===== config.mk =====
export PLATFORM = sky130hd
export DESIGN_NAME = typed_value_byte_serializer_core
export DESIGN_NICKNAME = d
export VERILOG_FILES = /design/src/tvbs_pkg.sv /design/src/typed_value_byte_serializer_core.sv /design/src/tvbs_encoder.sv /design/src/tvbs_emitter.sv
export SDC_FILE = /design/constraint.sdc
export NUM_CORES = 1
export LEC_CHECK = 0
export ABC_AREA = 1
export BUFFER_PORTS_ARGS = -buffer_cell sky130_fd_sc_hd__buf_4
export CORE_MARGIN = 5
export CORE_UTILIZATION = 61
export DETAILED_ROUTE_END_ITERATION = 16
export PLACE_DENSITY = 0.82
export SLEW_MARGIN = 30
export SYNTH_ARGS = -nofsm -noshare
export SYNTH_HDL_FRONTEND = slang
export SYNTH_SLANG_ARGS = --single-unit

===== constraint.sdc =====
create_clock -name clk -period 13.5 [get_ports clk]
set_input_delay 2.7 -clock clk [delete_from_list [all_inputs] [get_ports clk]]
set_output_delay 2.7 -clock clk [all_outputs]
set_load 0.02 [all_outputs]

===== src/tvbs_pkg.sv =====
// shared types and constants for the typed value byte serializer
`default_nettype none

package tvbs_pkg;

  localparam int VALUE_W = 64;
  localparam int COUNT_W = 32;
  localparam int STRMAX_W = 31;
  localparam int NBYTES_W = 4;
  localparam int CFG_INDEX_W = 2;
  localparam int CFG_DATA_W = 32;

  localparam logic [2:0] OP_BYTE = 3'd0;
  localparam logic [2:0] OP_U16 = 3'd1;
  localparam logic [2:0] OP_U32 = 3'd2;
  localparam logic [2:0] OP_U64 = 3'd3;
  localparam logic [2:0] OP_VARINT = 3'd4;
  localparam logic [2:0] OP_UTF16 = 3'd5;
  localparam logic [2:0] OP_STR_HDR = 3'd6;

  localparam logic [CFG_INDEX_W-1:0] CFG_MAX_FILE = 2'd0;
  localparam logic [CFG_INDEX_W-1:0] CFG_MAX_STRING = 2'd1;

  localparam logic [15:0] SURR_LO = 16'hD800;
  localparam logic [15:0] SURR_HI = 16'hDFFF;
  localparam logic [15:0] UTF8_ONE_LIM = 16'h0080;
  localparam logic [15:0] UTF8_TWO_LIM = 16'h0800;
  localparam logic [7:0] UTF8_LEAD2 = 8'hC0;
  localparam logic [7:0] UTF8_LEAD3 = 8'hE0;
  localparam logic [7:0] UTF8_CONT = 8'h80;
  localparam logic [7:0] UTF8_MASK = 8'h3F;
  localparam logic [COUNT_W-1:0] STR_HDR_ROOM = 32'd5;

  typedef enum logic [1:0] {
    ST_OK        = 2'd0,
    ST_CAPACITY  = 2'd1,
    ST_SURROGATE = 2'd2,
    ST_STR_LONG  = 2'd3
  } status_t;

  typedef struct packed {
    logic [VALUE_W-1:0]  data;
    logic [NBYTES_W-1:0] nbytes;
    status_t             status;
    logic                ignore;
  } enc_result_t;

endpackage

`default_nettype wire


===== src/typed_value_byte_serializer_core.sv =====
// Typed value byte serializer: first result in the cycle after a transaction is accepted.
// An item of n bytes gives n results (8 for u64), one per cycle while out_ready is high;
// error items give one zero result, ignored ops none. The next transaction is accepted at the
// edge where the last result of the current one is taken; the one-byte output port sets the rate.
// Synchronous reset clears the byte count and emitter busy state and sets both limits to max.
`default_nettype none

module typed_value_byte_serializer_core
  import tvbs_pkg::*;
(
  input  wire logic                   clk,
  input  wire logic                   rst,
  input  wire logic                   cfg_valid,
  output logic                        cfg_ready,
  input  wire logic [CFG_INDEX_W-1:0] cfg_index,
  input  wire logic [CFG_DATA_W-1:0]  cfg_data,
  input  wire logic                   in_valid,
  output logic                        in_ready,
  input  wire logic [2:0]             op,
  input  wire logic [VALUE_W-1:0]     value,
  output logic                        out_valid,
  input  wire logic                   out_ready,
  output logic [7:0]                  out_byte,
  output logic                        byte_valid,
  output logic [1:0]                  status,
  output logic                        last,
  output logic [COUNT_W-1:0]          bytes_written
);

  logic [COUNT_W-1:0]  max_file_bytes;
  logic [STRMAX_W-1:0] max_string_bytes;
  logic [COUNT_W-1:0]  byte_count;
  enc_result_t         enc;
  logic                accept;
  logic                load;

  assign cfg_ready = 1'b1;
  assign accept = in_valid && in_ready;
  assign load = accept && !enc.ignore;

  always_ff @(posedge clk) begin
    if (rst) begin
      max_file_bytes <= '1;
      max_string_bytes <= '1;
    end else if (cfg_valid && cfg_ready) begin
      if (cfg_index == CFG_MAX_FILE) begin
        max_file_bytes <= cfg_data;
      end else if (cfg_index == CFG_MAX_STRING) begin
        max_string_bytes <= cfg_data[STRMAX_W-1:0];
      end
    end
  end

  // committed count, ahead of the output register
  always_ff @(posedge clk) begin
    if (rst) begin
      byte_count <= '0;
    end else if (load && (enc.status == ST_OK)) begin
      byte_count <= byte_count + {{(COUNT_W-NBYTES_W){1'b0}}, enc.nbytes};
    end
  end

  tvbs_encoder u_encoder (
    .op               (op),
    .value            (value),
    .byte_count       (byte_count),
    .max_file_bytes   (max_file_bytes),
    .max_string_bytes (max_string_bytes),
    .enc              (enc)
  );

  tvbs_emitter u_emitter (
    .clk           (clk),
    .rst           (rst),
    .load          (load),
    .enc           (enc),
    .base_count    (byte_count),
    .load_ready    (in_ready),
    .out_valid     (out_valid),
    .out_ready     (out_ready),
    .out_byte      (out_byte),
    .byte_valid    (byte_valid),
    .status        (status),
    .last          (last),
    .bytes_written (bytes_written)
  );

endmodule

`default_nettype wire


===== src/tvbs_encoder.sv =====
// combinational encoder: byte image, length and limit checks of one transaction
`default_nettype none

module tvbs_encoder
  import tvbs_pkg::*;
(
  input  wire logic [2:0]          op,
  input  wire logic [VALUE_W-1:0]  value,
  input  wire logic [COUNT_W-1:0]  byte_count,
  input  wire logic [COUNT_W-1:0]  max_file_bytes,
  input  wire logic [STRMAX_W-1:0] max_string_bytes,
  output enc_result_t              enc
);

  logic [31:0]         var_src;
  logic [34:0]         var_ext;
  logic [NBYTES_W-1:0] var_len;
  logic [VALUE_W-1:0]  var_data;
  logic [15:0]         code;
  logic [VALUE_W-1:0]  data;
  logic [NBYTES_W-1:0] nbytes;
  logic                surrogate;
  logic                str_long;
  logic [COUNT_W-1:0]  addend;
  logic [COUNT_W:0]    room;
  logic                over;

  always_comb begin
    var_src = (op == OP_STR_HDR) ? value[31:0] : value[31:0];
    var_ext = {3'b000, var_src};
    var_len = 4'd1 + {3'b000, var_src[31:7] != '0} + {3'b000, var_src[31:14] != '0}
            + {3'b000, var_src[31:21] != '0} + {3'b000, var_src[31:28] != '0};
    var_data = '0;
    for (int i = 0; i < 5; i++) begin
      var_data[8*i +: 8] = {(NBYTES_W'(i + 1) < var_len), var_ext[7*i +: 7]};
    end
  end

  always_comb begin
    code = value[15:0];
    surrogate = (code >= SURR_LO) && (code <= SURR_HI);
    str_long = (value[VALUE_W-1:STRMAX_W] != '0) || (value[STRMAX_W-1:0] > max_string_bytes);
    data = '0;
    nbytes = '0;
    case (op)
      OP_BYTE: begin
        data[7:0] = value[7:0];
        nbytes = 4'd1;
      end
      OP_U16: begin
        data[15:0] = value[15:0];
        nbytes = 4'd2;
      end
      OP_U32: begin
        data[31:0] = value[31:0];
        nbytes = 4'd4;
      end
      OP_U64: begin
        data = value;
        nbytes = 4'd8;
      end
      OP_VARINT, OP_STR_HDR: begin
        data = var_data;
        nbytes = var_len;
      end
      OP_UTF16: begin
        if (code < UTF8_ONE_LIM) begin
          data[7:0] = code[7:0];
          nbytes = 4'd1;
        end else if (code < UTF8_TWO_LIM) begin
          data[7:0] = UTF8_LEAD2 | {3'b000, code[10:6]};
          data[15:8] = UTF8_CONT | (code[7:0] & UTF8_MASK);
          nbytes = 4'd2;
        end else begin
          data[7:0] = UTF8_LEAD3 | {4'b0000, code[15:12]};
          data[15:8] = UTF8_CONT | (code[13:6] & UTF8_MASK);
          data[23:16] = UTF8_CONT | (code[7:0] & UTF8_MASK);
          nbytes = 4'd3;
        end
      end
      default: begin
        data = '0;
        nbytes = '0;
      end
    endcase
  end

  always_comb begin
    if (op == OP_STR_HDR) begin
      addend = {1'b0, value[STRMAX_W-1:0]} + STR_HDR_ROOM;
    end else begin
      addend = {{(COUNT_W-NBYTES_W){1'b0}}, nbytes};
    end
    room = {1'b0, byte_count} + {1'b0, addend};
    over = room > {1'b0, max_file_bytes};
  end

  always_comb begin
    enc.ignore = (op != OP_BYTE) && (op != OP_U16) && (op != OP_U32) && (op != OP_U64)
              && (op != OP_VARINT) && (op != OP_UTF16) && (op != OP_STR_HDR);
    enc.status = ST_OK;
    if ((op == OP_UTF16) && surrogate) begin
      enc.status = ST_SURROGATE;
    end else if ((op == OP_STR_HDR) && str_long) begin
      enc.status = ST_STR_LONG;
    end else if (over) begin
      enc.status = ST_CAPACITY;
    end
    enc.data = (enc.status == ST_OK) ? data : '0;
    enc.nbytes = (enc.status == ST_OK) ? nbytes : 4'd1;
  end

endmodule

`default_nettype wire


===== src/tvbs_emitter.sv =====
// output register that hands out the bytes of one transaction, one per cycle while out_ready is high
`default_nettype none

module tvbs_emitter
  import tvbs_pkg::*;
(
  input  wire logic               clk,
  input  wire logic               rst,
  input  wire logic               load,
  input  wire enc_result_t        enc,
  input  wire logic [COUNT_W-1:0] base_count,
  output logic                    load_ready,
  output logic                    out_valid,
  input  wire logic               out_ready,
  output logic [7:0]              out_byte,
  output logic                    byte_valid,
  output logic [1:0]              status,
  output logic                    last,
  output logic [COUNT_W-1:0]      bytes_written
);

  logic                busy;
  logic [VALUE_W-1:0]  shift;
  logic [NBYTES_W-1:0] rem;
  logic [COUNT_W-1:0]  cnt;
  status_t             st;

  assign out_valid = busy;
  assign out_byte = shift[7:0];
  assign byte_valid = (st == ST_OK);
  assign status = st;
  assign last = (rem == 4'd1);
  assign bytes_written = cnt;
  assign load_ready = !busy || (out_ready && last);

  always_ff @(posedge clk) begin
    if (rst) begin
      busy <= 1'b0;
      rem <= '0;
    end else if (load) begin
      busy <= 1'b1;
      rem <= enc.nbytes;
    end else if (busy && out_ready) begin
      if (last) begin
        busy <= 1'b0;
      end
      rem <= rem - 4'd1;
    end
  end

  always_ff @(posedge clk) begin
    if (load) begin
      shift <= enc.data;
      st <= enc.status;
      cnt <= (enc.status == ST_OK) ? base_count + 32'd1 : base_count;
    end else if (busy && out_ready) begin
      shift <= {8'h00, shift[VALUE_W-1:8]};
      cnt <= cnt + 32'd1;
    end
  end

  a_error_single : assert property (@(posedge clk) disable iff (rst)
    out_valid && !byte_valid |-> last && (out_byte == 8'h00))
    else $error("error result not a single zero result");

  a_count_step : assert property (@(posedge clk) disable iff (rst)
    out_valid && out_ready && !last |=> out_valid && (bytes_written == $past(bytes_written) + 32'd1))
    else $error("byte count did not advance by one");

  a_rem_nonzero : assert property (@(posedge clk) disable iff (rst)
    busy |-> (rem != '0) && (rem <= 4'd8))
    else $error("remaining byte count out of range");

  a_no_overrun : assert property (@(posedge clk) disable iff (rst)
    load |-> load_ready)
    else $error("load while results still pending");

endmodule

`default_nettype wire


==> results of run 1 <==
[path summary, 6_finish.rpt]
check | from | to | slack, ps | cells after the start
worst min-delay path | max_string_bytes[13] | max_string_bytes[13] | 510 | 2
worst min register to register | max_string_bytes[13] | max_string_bytes[13] | 510 | 2
worst max-delay path | value[9] | byte_count[25] | 1570 | 53
worst max register to register | byte_count[7] | byte_count[25] | 6370 | 35
[per-layer routing]
layer / share of wire [%] / vias up / track usage [%] / wire length, µm
li1: - / 7478 / - / -
met1: 43 / 7166 / 45.3 / 20700
met3: 8.3 / 74 / 4.51 / 3960
met4: 2.1 / 0 / 8.86 / 982
met5: 0 / - / 0 / 0
met2: 46 / 696 / 53.3 / 22100
[final cells by class]
| class | count | share of cell area, % |
|---|---|---|
| clock buffers | 17 | 2.47 |
| clock inverters | 15 | 1.31 |
| inverters | 282 | 6.15 |
| multi-input cells | 1608 | 51.9 |
| flip-flops and latches | 198 | 28.7 |
| well taps | 330 | 2.40 |
| repair buffers | 161 | 7.04 |
[worst min-delay path, cell delays in order (launching register included)]
cell and delay, ps:
dfxtp_1 310, inv_1 60, o211ai_1 90
[placed cells by master (no fill, tap or decap), types with 5 or more instances in the layout]
cell	synthesis	layout
nor2_1	136	136
nor3_1	45	43
buf_4	17	160
nand4_1	66	66
inv_2	7	7
a21oi_1	130	130
xor2_1	86	86
o21ai_0	76	76
o211ai_1	65	65
clkbuf_16	0	17
o221ai_1	7	7
o21ai_1	43	43
inv_12	0	5
nand3_1	97	96
xnor2_1	21	21
edfxtp_1	98	98
nor4_1	27	27
nor3_2	4	6
ha_1	105	105
nand2_1	606	606
a31oi_1	11	11
dfxtp_1	100	100
nor2_2	6	6
a21o_1	6	6
o22ai_1	23	23
inv_1	272	271
[through the flow]
step	hold WS (ps)	instance area, µm²	utilization [%]	setup slack [ps]
after detailed placement	495	16600	66.2	1330
final	510	17200	68.8	1570
after global placement	489	16600	66.2	1770
after global routing	524	17200	68.8	592
after floorplan	446	15400	-	3610
after CTS	510	17200	68.8	1790
[sequential cells by signal (all words and copies together) (netlist names)]
signal / cells
u_emitter.shift: 64
byte_count: 32
max_file_bytes: 32
u_emitter.bytes_written: 32
max_string_bytes: 31
u_emitter.rem: 4
u_emitter.status: 2
u_emitter.out_valid: 1
[logic make-up after synthesis]
logic type / synth area share (%)
other: 0.0243
adder cells (fa/ha/maj): 9.04
XOR/XNOR: 6.08
flip-flops: 32.1
buffers and inverters: 10.1
AND/OR/NAND/NOR: 28.3
AO/OA/AOI/OAI: 14.4
[report_power, final]
| part | total (mW) | leakage, nW | internal (mW) | switching [mW] |
|---|---|---|---|---|
| registers | 0.726 | 1.79 | 0.696 | 0.0302 |
| clock network | 0.573 | 0.314 | 0.266 | 0.307 |
| logic | 0.330 | 6.05 | 0.114 | 0.215 |
| total | 1.63 | 8.16 | 1.08 | 0.553 |
==> metrics, run 1 <==
Primary FF master, synth dfxtp_1; Final GP Congestion 0.988; worst path bufs/invs 8; CP top delay family simple AND/OR/NAND/NOR gates; Yosys warning total 0; TritonRoute pass-1 iters 5; TritonCTS buffer count 17; setup violators final 0; cts hold-fix bufs 0; Leak 8.16 nW; Worst Path Max Fanout 35; Setup TNS Final 0 ps; Max Cap Viol 0; Crit. End Element flop; slowest stage delay, CP about 500 ps; worst endpoint data arrival time about 12000 ps; post-CTS sizing 0; grt total ovfl 0; Area contributors post-synth edfxtp_1, nand2_1, dfxtp_1; crit path kind in2reg; top cells by instance count after synthesis nand2_1, inv_1, nor2_1; VDD IR max about 80 µV; Nets about 2500; Starting Density 61.6%; routed len/inst 18.3 µm; Fin. Hold Viols 0; largest net degree at the start of global routing 84; status finished clean; Residual DRC 0; DP Cell Count 2579; Mapped Avg Cell Area roughly 7.1 µm²; Worst Hold Class reg2reg; initial antenna violation count 0; CTS Sinks a little under 200; H-tree depth 4; top-area cell type share of the netlist area between 10% and 20%; fill cell count 2189; clock-pin slew of the registers on the worst-case setup and hold paths 90 ps; antenna-violating nets left 0; I/O Buffers 151; syn nets 2400; post-route clock period utilization a little under 90%; worst endpoint required time between 10000 and 15000 ps; Non-Filler Instances 2611; slew at the pin closest to its max-slew limit between 800 and 900 ps; Detailed Place HPWL 36600 µm; asr flop ratio synth 0%; die area between 0.02 and 0.03 mm²; power density cells 94.6 mW/mm²; CTS max path bufs 2; Area Overhead vs Synth 11.7%; EDFF count, synth 98; DR iter-0 viols between 1500 and 2000; Seq cells post-synth 198; vias in the first global route 14393; Pwr Total 1.63 mW; routed vias 15414; sequential cell area 0.00494 mm²; total wire length 47800 µm; Unique masters post-synth 56; Top cell by count, worst path nand2_1; first-pass GRT wire length 75100 µm; num rows between 50 and 60; most frequent cell after synthesis nand2_1; Seq/Total Area, Yosys 32.1%; clk_lat worst skew 460 ps; Syn Inst Count 2185; RSZ-0062 raised after global routing false; CP Launch Type input port; area of the multi-input gates ~0.009 mm²; slowest CP cell fa_1; I/O pin count between 150 and 200; ant diodes 0; CORE AREA 0.0250 mm²; Vias/cell about 6; post-layout min period 11930 ps; Max Freq 83.8 MHz; Slew HR 40.1%; Post-Synthesis Cell Area approximately 0.015 mm²; share of cells above drive strength 1 about 10%; Die H 169 µm; CTS root buf clkbuf_16; Max Slew Vio Count 0; clock skew 21.1 ps; Total GRT Usage 32.5%; Die Wd 169 µm; Yosys top cell by area edfxtp_1; post-CTS setup buffer count 0; CTS tree done
No activity file was read; power rests on OpenSTA's default activity.
==> run 2, diff against run 1 <==
--- a/config.mk
+++ b/config.mk
@@ -5,9 +5,8 @@
 export SDC_FILE = /design/constraint.sdc
 export NUM_CORES = 1
 export LEC_CHECK = 0
-export ABC_AREA = 1
 export BUFFER_PORTS_ARGS = -buffer_cell sky130_fd_sc_hd__buf_4
-export CORE_MARGIN = 5
+export CORE_MARGIN = 10
 export CORE_UTILIZATION = 61
 export DETAILED_ROUTE_END_ITERATION = 16
 export PLACE_DENSITY = 0.82
==> metrics, run 2 <==
asr flop ratio synth 0%; area of the multi-input gates 0.00867 mm²; clock skew roughly 24 ps; status finished clean; Seq cells post-synth 198; routed len/inst 20.9 µm; CTS max path bufs 2; CTS Sinks 198; Post-Synthesis Cell Area 0.0144 mm²; Met3 Routed Length about 3700 µm; num rows 56; die area 0.0302 mm²; Die Wd between 150 and 200 µm; R2R Path Start byte_count[3]; Crit. End Element flop; Detailed Place HPWL 32400 µm; I/O Buffers 151; final worst slack 941 ps; H-tree depth 4; Mapped Avg Cell Area 8.47 µm²; Worst Path Max Fanout 16; Final GP Congestion 0.955; Biggest register u_emitter.shift; grt total ovfl 0; setup slack, reg-to-reg 6230 ps; power density cells 97.3 mW/mm²; DP Area between 0.015 and 0.02 mm²; commonest non-fill, non-tap cell in the layout nand2_1; setup violators final 0; DP Cell Count 2068; CTS tree done; first-pass GRT wire length 69100 µm; clock-pin slew of the registers on the worst-case setup and hold paths around 80 ps; Setup TNS Final 0 ps; antenna-violating nets left 0; CORE AREA 0.0233 mm²; sequential cell area 0.00494 mm²; Primary FF master, synth dfxtp_1; top cells by instance count after synthesis nand2_1, nor2_1, ha_1; slowest CP cell or4_1; Area Overhead vs Synth 12.7%; Max Freq 79.6 MHz; Leak 6.70 nW; Area contributors post-synth edfxtp_1, dfxtp_1, ha_1; worst r2r path cells 28; Die H 174 µm; pre-CTS setup slack 228 ps; Max Cap Viol 0; Max Slew Vio Count 0; Vias/cell 6.54; Yosys top cell by area edfxtp_1; Worst Hold Launch max_string_bytes[6]; Finished Cell Area 0.0162 mm²; Yosys warning total 0; Unique masters post-synth 71; Max Used Layer met4; most frequent cell after synthesis nand2_1; slew at the pin closest to its max-slew limit 828 ps; reg2reg end byte_count[17]; total wire length 43900 µm; crit path kind in2reg; TritonRoute pass-1 iters 9; post-route clock period utilization 93.0%; largest net degree at the start of global routing 81; crit path to byte_count[17]; VDD IR max 101 µV; Residual DRC 0; Nets 1985; Total GRT Usage 28.0%; worst endpoint required time 13830 ps; wire length on met2 20200 µm; TritonCTS buffer count 17; Starting Density 61.7%; I/O pin count ~150; DR iter-0 viols approximately 1500; share of cells above drive strength 1 between 10 and 15%; routed vias 13755; metal1 wirelength 18500 µm; vias in the first global route 12567; slowest stage delay, CP 590 ps; Slew HR 44.3%; post-CTS sizing 0; Syn Inst Count 1700; initial antenna violation count 0; clk_lat worst skew about 460 ps; worst endpoint data arrival time 12890 ps; most frequent cells in the layout nand2_1, buf_4, nor2_1; EDFF count, synth 98; post-layout min period 12560 ps; fill cell count 1890; Seq/Total Area, Yosys 34.3%; CP Launch Type input port; max reg flops 64; RSZ-0062 raised after global routing false; Fin. Hold Viols 0; Non-Filler Instances 2103; top-area cell type share of the netlist area 20.4%; syn nets 1915; critical path launch point value[31]; Worst Hold Class reg2reg; CTS root buf clkbuf_16
[run 2: area by class of cell]
cell class	count	area share [%]
sequential	198	30.5
antenna	1	0.0154
inverter	91	2.10
multi-input combinational	1295	53.4
clock buffer	17	2.62
tap	319	2.46
clock inverter	15	1.21
timing repair buffer	167	7.72
[run 2: power breakdown]
part           internal [mW]  switching (mW)
combinational          0.117           0.188
clock                  0.260           0.293
sequential             0.692          0.0284
total                   1.07           0.510
[run 2: timing repair]
item,4_1_cts,5_1_grt
hold buffers,0,0
setup buffers,0,2
endpoints found under the setup margin,0,12
[run 2: kinds of logic after synthesis]
family | count (synthesis) | synth area share, %
muxes | 15 | 1.14
buffers and inverters | 207 | 5.76
xor gates and xnor gates | 84 | 5.11
AOI/OAI and AO/OA | 475 | 22.7
adders and majority gates | 109 | 9.68
other | 1 | 0.0260
DFF | 198 | 34.3
and+or+nand+nor | 611 | 21.3
[run 2: routing by layer]
| metal | global-route usage [%] | vias up |
|---|---|---|
| li1 | - | 6504 |
| met1 | 37.7 | 6483 |
| met2 | 44.4 | 678 |
| met3 | 5.01 | 90 |
| met4 | 9.83 | 0 |
| met5 | 0 | - |
[run 2: through the flow]
step | total power [mW] | util (%) | hold slack, ps
2_1_floorplan | 0.918 | - | 448
3_3_place_gp | 1.03 | 66.8 | 491
3_5_place_dp | 1.03 | 66.8 | 496
4_1_cts | 1.58 | 69.4 | 511
5_1_grt | 1.64 | 69.6 | 532
6_report | 1.58 | 69.6 | 512
[run 2: worst min path at each step]
stage,depth (start not counted),slack (ps),end
6_report,2,510,max_string_bytes[6]
2_1_floorplan,2,450,max_file_bytes[0]
3_5_place_dp,2,500,max_file_bytes[0]
5_1_grt,2,530,max_string_bytes[10]
3_3_place_gp,2,490,max_string_bytes[8]
4_1_cts,2,510,max_string_bytes[9]
[run 2: worst max-delay path, delay by kind of cell]
family / cells / cell delay (ps)
simple gates: 16 / 3800
compound gates: 14 / 3350
fa+ha+maj: 6 / 2020
mux: 1 / 300
buf+inv: 3 / 460
xor+xnor: 1 / 270
==> run 3, diff against run 2 <==
--- a/config.mk
+++ b/config.mk
@@ -9,6 +9,7 @@
 export CORE_MARGIN = 10
 export CORE_UTILIZATION = 61
 export DETAILED_ROUTE_END_ITERATION = 16
+export MAX_ROUTING_LAYER = met4
 export PLACE_DENSITY = 0.82
 export SLEW_MARGIN = 30
 export SYNTH_ARGS = -nofsm -noshare
==> metrics, run 3 (synthesized netlist as in run 2, its figures left out) <==
status finished clean; setup slack, reg-to-reg 6070 ps; Vias/cell 6.48; largest net degree at the start of global routing 117; Max Slew Vio Count 0; routed vias 13614; Leak 6.70 nW; initial antenna violation count 0; VDD IR max ~100 µV; antenna-violating nets left 0; Residual DRC 0; CTS tree done; Setup TNS Final 0 ps; CP Launch Type input port; WHS Path Cells 2; CTS Sinks approximately 200; worst r2r path cells 28; combinational share of power 19.3%; Biggest register u_emitter.shift; Nets 1983; routing usage on met2 roughly 45%; I/O Buffers 151; die area 0.0302 mm²; Die Wd 174 µm; num rows 56; crit path kind in2reg; DP Cell Count about 2100; clock-pin slew of the registers on the worst-case setup and hold paths about 80 ps; met3 Use GR between 4 and 5%; post-layout min period 12760 ps; max reg flops 64; NetSw 0.507 mW; Worst Path Max Fanout 17; slowest CP cell or4_1; Final GP Congestion 0.963; Max Cap Viol 0; CTS max path bufs 2; H-tree depth 4; Die H 174 µm; Clock Power Share 35.4%; vias in the first global route around 13000; clock skew 16.5 ps; Non-Filler Instances 2100; DR iter-0 viols 1446; R2R Path Start byte_count[3]; GR Util met1 37.9%; DP Area 0.0156 mm²; slew at the pin closest to its max-slew limit 892 ps; Slew HR 40.5%; reg2reg end byte_count[25]; Total GRT Usage 29.3%; slowest stage delay, CP 580 ps; post-CTS setup buffer count 0; Worst Hold Class reg2reg; fill cell count 1942; most frequent cells in the layout nand2_1, buf_4, nor2_1; Int Power 1.08 mW; power density cells 98.1 mW/mm²; routed len/inst 21.2 µm; Net Sw Frac between 30% and 40%; grt peak-use layer met2; ant diodes 0; cts hold-fix bufs 0; Min-Delay Endpoint max_string_bytes[2]; total wire length around 45000 µm; clk_lat worst skew 450 ps; Area Overhead vs Synth 12.7%; worst endpoint required time 13830 ps; Starting Density 61.7%; Crit. End Element flop; post-route clock period utilization a little over nine tenths; setup violators final 0; Fin. Hold Viols 0; RSZ-0062 raised after global routing false; Max Freq 78.4 MHz; Detailed Place HPWL 32400 µm; I/O pin count 153; Flop pwr share 45.3%; TritonRoute pass-1 iters 6; commonest non-fill, non-tap cell in the layout nand2_1; Finished Cell Area 0.0162 mm²; CORE AREA 0.0233 mm²; post-CTS sizing 0; TritonCTS buffer count 17; CTS root buf clkbuf_16; first-pass GRT wire length 70200 µm; worst endpoint data arrival time approximately 13000 ps; Worst Hold Launch max_string_bytes[2]; grt total ovfl 0; share of cells above drive strength 1 between 10 and 15%
-- run 3: how the worst max path moves through the flow --
stage	from	end	slack (ps)	cells after the start
finish	value[31]	byte_count[25]	740	41
global route	value[31]	byte_count[29]	50	41
CTS	value[31]	byte_count[25]	550	40
detailed placement	value[31]	byte_count[25]	130	40
global placement	value[31]	byte_count[21]	600	40
floorplan	value[31]	byte_count[4]	1510	41
-- run 3: power by group through the flow --
stage	Clock, mW	Combinational [mW]	Sequential (mW)
2_1_floorplan	0	0.172	0.745
3_3_place_gp	0	0.295	0.731
3_5_place_dp	0	0.300	0.734
4_1_cts	0.564	0.303	0.720
5_1_grt	0.587	0.335	0.726
6_report	0.564	0.307	0.721
-- run 3: metrics by stage --
stage	power, mW	hold WS (ps)	setup slack (ps)	util (%)
6_report	1.59	506	741	69.6
5_1_grt	1.65	536	49.4	69.6
4_1_cts	1.59	510	548	69.5
3_5_place_dp	1.03	493	131	66.7
3_3_place_gp	1.03	490	595	66.7
2_1_floorplan	0.918	448	1510	-
-- run 3: final cells by class --
cell class / instances / area [µm²] / area share, %
inverters: 91 / 342 / 2.10
clock inverters: 15 / 213 / 1.31
clock buffers: 17 / 425 / 2.62
repair buffers: 165 / 1240 / 7.65
multi-input cells: 1295 / 8670 / 53.4
flip-flops and latches: 198 / 4940 / 30.5
well taps: 319 / 399 / 2.46
-- run 3: metal layers --
layer  share of wire, %  up-vias
met3                7.5      112
met5                  0        -
met2                 46      641
met1                 43     6372
met4                3.8        0
li1                   -     6489
-- run 3: critical path: cells and delay by family --
family / cells / cell delay (ps)
AO/OA/AOI/OAI: 14 / 3370
XOR/XNOR: 1 / 280
adder cells (fa/ha/maj): 6 / 2050
buffers and inverters: 3 / 470
multiplexers: 1 / 310
AND/OR/NAND/NOR: 16 / 3930
